File: src/rtl/gnt_ram.sv
// Generic single-write, single-read synchronous RAM with registered read.
// No dependencies.
`default_nettype none
module gnt_ram #(
	parameter int WIDTH = 8,
	parameter int DEPTH = 256
) (
	input  wire logic                     clk,
	input  wire logic                     we,
	input  wire logic [$clog2(DEPTH)-1:0] waddr,
	input  wire logic [WIDTH-1:0]         wdata,
	input  wire logic [$clog2(DEPTH)-1:0] raddr,
	output logic      [WIDTH-1:0]         rdata
);

	logic [WIDTH-1:0] mem [DEPTH];

	always_ff @(posedge clk) begin
		if (we) begin
			mem[waddr] <= wdata;
		end
		rdata <= mem[raddr];
	end

endmodule
`default_nettype wire

File: config.mk
export PLATFORM = sky130hd
export DESIGN_NAME = gnt_ram
export DESIGN_NICKNAME = d
export VERILOG_FILES = /design/src/rtl/gnt_ram.sv
export SDC_FILE = /design/constraint.sdc
export NUM_CORES = 2
export LEC_CHECK = 0
export BUFFER_PORTS_ARGS = -buffer_cell sky130_fd_sc_hd__buf_2
export CORE_UTILIZATION = 45
export DETAILED_ROUTE_END_ITERATION = 12
export PLACE_DENSITY = 0.62
export SKIP_LAST_GASP = 1
export SLEW_MARGIN = 10
export SYNTH_ARGS = -nofsm -noshare
export SYNTH_HDL_FRONTEND = slang
export SYNTH_SLANG_ARGS = --single-unit
File: constraint.sdc
create_clock -name clk -period 2.65 [get_ports clk]
set_input_delay 0.1325 -clock clk [delete_from_list [all_inputs] [get_ports clk]]
set_output_delay 0.1325 -clock clk [all_outputs]
set_load 0.005 [all_outputs]
# Yosys cells after proc, flatten, opt, wreduce, memory -nomap -nowiden
# Memory sizes are Yosys's and may differ from the RTL's. A register that Yosys moved wholly into a read port is not among the register bits.
# Index checks and enable logic that the tools add are counted.
[totals]
ff_bits = 0
ram_bits = 2048
input_bits = 26
out_inout_bits = 8
wordCells = 3
mem_count = 1
[memory_table]
columns = ["memory", "depth", "word_bits", "read_ports", "rd_clocked_by_memory_dff", "write_ports", "line", "text"]
rows = [
  ["mem", 256, 8, 1, 1, 1, "16", "logic [WIDTH-1:0] mem [DEPTH];"],
]
[classes]
n_mux = 2
[op_table]
columns = ["op", "count"]
rows = [
  ["$mux W1", 2],
]

# Logic depth before layout (Yosys ltp)
[logic_depth]
word_depth = 2
mapped_depth = 11
depth_no_buf = 6

# Worst setup path after synthesis
# Ideal clock, no wire load.
[synth_path]
kind = "input to register"
startpoint = "input port raddr[0]"
endpoint = "register rdata[2] (read register of mem)"
setup_ns = 0.131
arrival_ns = 1.939
required_ns = 2.519
slack_ns = 0.580
cell_stages = 9
path_buffers = 4
path_cell_list = "buf_6 -> buf_12 -> buf_8 -> buf_2 -> mux4_2 -> a22oi_1 -> a21oi_1 -> nor4_1 -> nor4_2"
[synth_lines]
columns = ["element", "line", "text"]
rows = [
  ["start, declared", "12", "input wire logic [$clog2(DEPTH)-1:0] raddr,"],
  ["end, declared", "13", "output logic [WIDTH-1:0] rdata"],
]

==> out/results.tsv <==
stage	metric	value	unit
yosys	ys_ff_latch	2056	
clock_network	root_buffer	clkbuf_16	
sta	tightest_slew	1.04	ns
final_layout	syn2layout_area_growth	17.1	%
grt	antenna_found_initial	8	
routing	wire_per_inst	29.3	um
placement	dp_worst_setup_slack	-0.626	ns
clock_network	ctsResizeCount	0	
job	maxCapViolCount	0	
yosys	synth_fp_nets	3759	
clock_network	insertion_delay	0.87	ns
critical_path	cp_max_fo	1	
sta	setup_slack	0.0348	ns
power_and_ir_drop	p_per_area	730	nW/um^2
sta	clock_skew	0.0528	ns
yosys	avgSynthCellArea	21.3	sq um
sta	setup-tns-final	0	ns
sta	period_share	0.987	
grt	grt_pass1_wl	289000	um
power_and_ir_drop	vdd_drop_max	630	uV
final_layout	num_antenna_cells	0	
critical_path	worstPathArrival	3.32	ns
yosys	synth_seq_area_share	0.775	
sta	max_freq	382	MHz
routing	ant_nets	0	
yosys	yosysWarningCount	0	
yosys	synth.distinct_cells	55	
power_and_ir_drop	total_power	0.0680	W
clock_network	cts_sinks	2056	
routing	avgViaCountPerCell	5.95	
placement	io_buffers	33	
sta	period_needed	2.62	ns
yosys	synth-edff-count	2048	
grt	grt_pass1_vias	40600	
die	pin_count	34	
sta	drv_slew	0	
die	core-area	175000	sq um
final_layout	drive_gt1_frac	0.308	
grt	grt.total_usage	0.225	
placement	dp_hpwl	129000	um
critical_path	end_kind	register	
sta	setup_viol	0	
die	die-width	422	um
yosys	syn_area	79600	sq um
grt	grt_max_degree	101	
power_and_ir_drop	leakage	29.9	nW
worst_hold_path	min_path_type	primary input to register	
sta	hold_viol_final	0	
placement	gp_congestion	0.892	
critical_path	required	3.36	ns
yosys	synth_cells	3733	
critical_path	crit_type	register to register	
clock_network	cts_tree	built	
sta	whs	0.0562	ns
die	floorplan.initialDensity	0.455	
status	status	complete, no violations	
yosys	async_reset_ff_frac	0	
routing	drcViolationCount	0	
routing	dr.pass1.iters	8	
die	dieArea	178000	sq um
die	die-height	422	um
routing	drt-total-wl	200000	um
sta	rsz0062_at_grt	false	
sta	max-slew-margin-rel	0.306	
final_layout	fin_util	0.533	
yosys	ys.flop_type	edfxtp_1	
clock_network	clk_pin_slew	0.06	ns
clock_network	htreeDepth	4	
final_layout	mostFrequentLayoutCells	edfxtp_1, buf_4, mux4_2, nor2_1, clkbuf_16	
die	placementRows	153	
grt	grt_overflow	0	
clock_network	clockBufferDepth	3	
final_layout	mostFrequentLayoutCell	edfxtp_1	
final_layout	nNetsFinal	4343	
routing	drt_iter0_markers	4998	
clock_network	cts_buffers	204	
critical_path	startpoint_type	register	
routing	num_vias	40500	
-- worst max-delay path: stages, from the launching register on --
cell and delay (ns):
edfxtp_1 0.36, mux4_2 0.49, o211ai_1 0.32, nand3_1 0.18
nor4_1 0.85, buf_4 0.23, nor4_1 0.05
-- cells by family (layout without fill, tap and decap cells) --
logic type / count (synthesis) / in the layout / share of synthesized area
AOI/OAI and AO/OA: 385 / 385 / 0.0342
buffers and inverters: 235 / 993 / 0.0183
DFF: 2056 / 2056 / 0.775
muxes: 591 / 591 / 0.146
and+or+nand+nor: 466 / 466 / 0.0263
-- cell type report --
class / instances / area, sq um
inverter: 2 / 7.51
clock buffer: 234 / 5220
timing repair buffer: 611 / 5410
clock inverter: 146 / 1450
sequential: 2056 / 61700
multi-input combinational: 1442 / 16500
fill: 13300 / 81600
tap: 2325 / 2910
-- timing repair --
action                    CTS  global route
setup buffers               0             0
hold endpoints to repair  907             0
hold buffers               14             0
-- final timing paths --
kind	start	slack, ns	cells past startpoint	endpoint
worst max register to register	mem[51][1]	0.03	6	rdata[1]
worst max-delay path	mem[51][1]	0.03	6	rdata[1]
worst min register to register	mem[41][3]	1.10	7	rdata[3]
worst min-delay path	waddr[5]	0.06	3	mem[250][1]
-- cell usage after synthesis (all sizes together), types with 12 or more instances --
master	n	area, sq um
a21oi	96	480
buf	122	1030
o21ai	12	60.1
a221oi	14	129
nand2	33	124
clkbuf	111	417
mux4	456	10300
nor3	22	110
edfxtp	2048	61500
nor2b	31	194
nor4	27	188
nand3	34	170
o22ai	28	175
a211oi	16	120
nor2	282	1060
a22oi	133	998
mux2i	134	1340
o221ai	47	418
-- flip-flops by register name, indices dropped and copies added, names as in the netlist --
signal	flops
mem	2048
rdata	8
-- routing by layer --
| layer | vias up | part of all wire | global-route usage |
|---|---|---|---|
| met2 | 1788 | 0.47 | 0.350 |
| met5 | - | 0 | 0 |
| li1 | 16900 | - | - |
| met3 | 275 | 0.084 | 0.0387 |
| met4 | 0 | 0.027 | 0.0643 |
| met1 | 21600 | 0.42 | 0.329 |
-- power breakdown --
| part | switching (W) | total [W] | internal, W |
|---|---|---|---|
| sequential | 0.0000765 | 0.0359 | 0.0358 |
| clock | 0.0125 | 0.0285 | 0.0160 |
| combinational | 0.00219 | 0.00358 | 0.00139 |
| total | 0.0148 | 0.0680 | 0.0533 |
-- metrics by stage --
stage               instance area (sq um)  std cells
floorplan                           79600       3733
global placement                    86400       6422
detailed placement                  86400       6422
CTS                                 93200       6816
global route                        93200       6816
finish                              93200       6816
No activity file was read; power rests on OpenSTA's default activity.
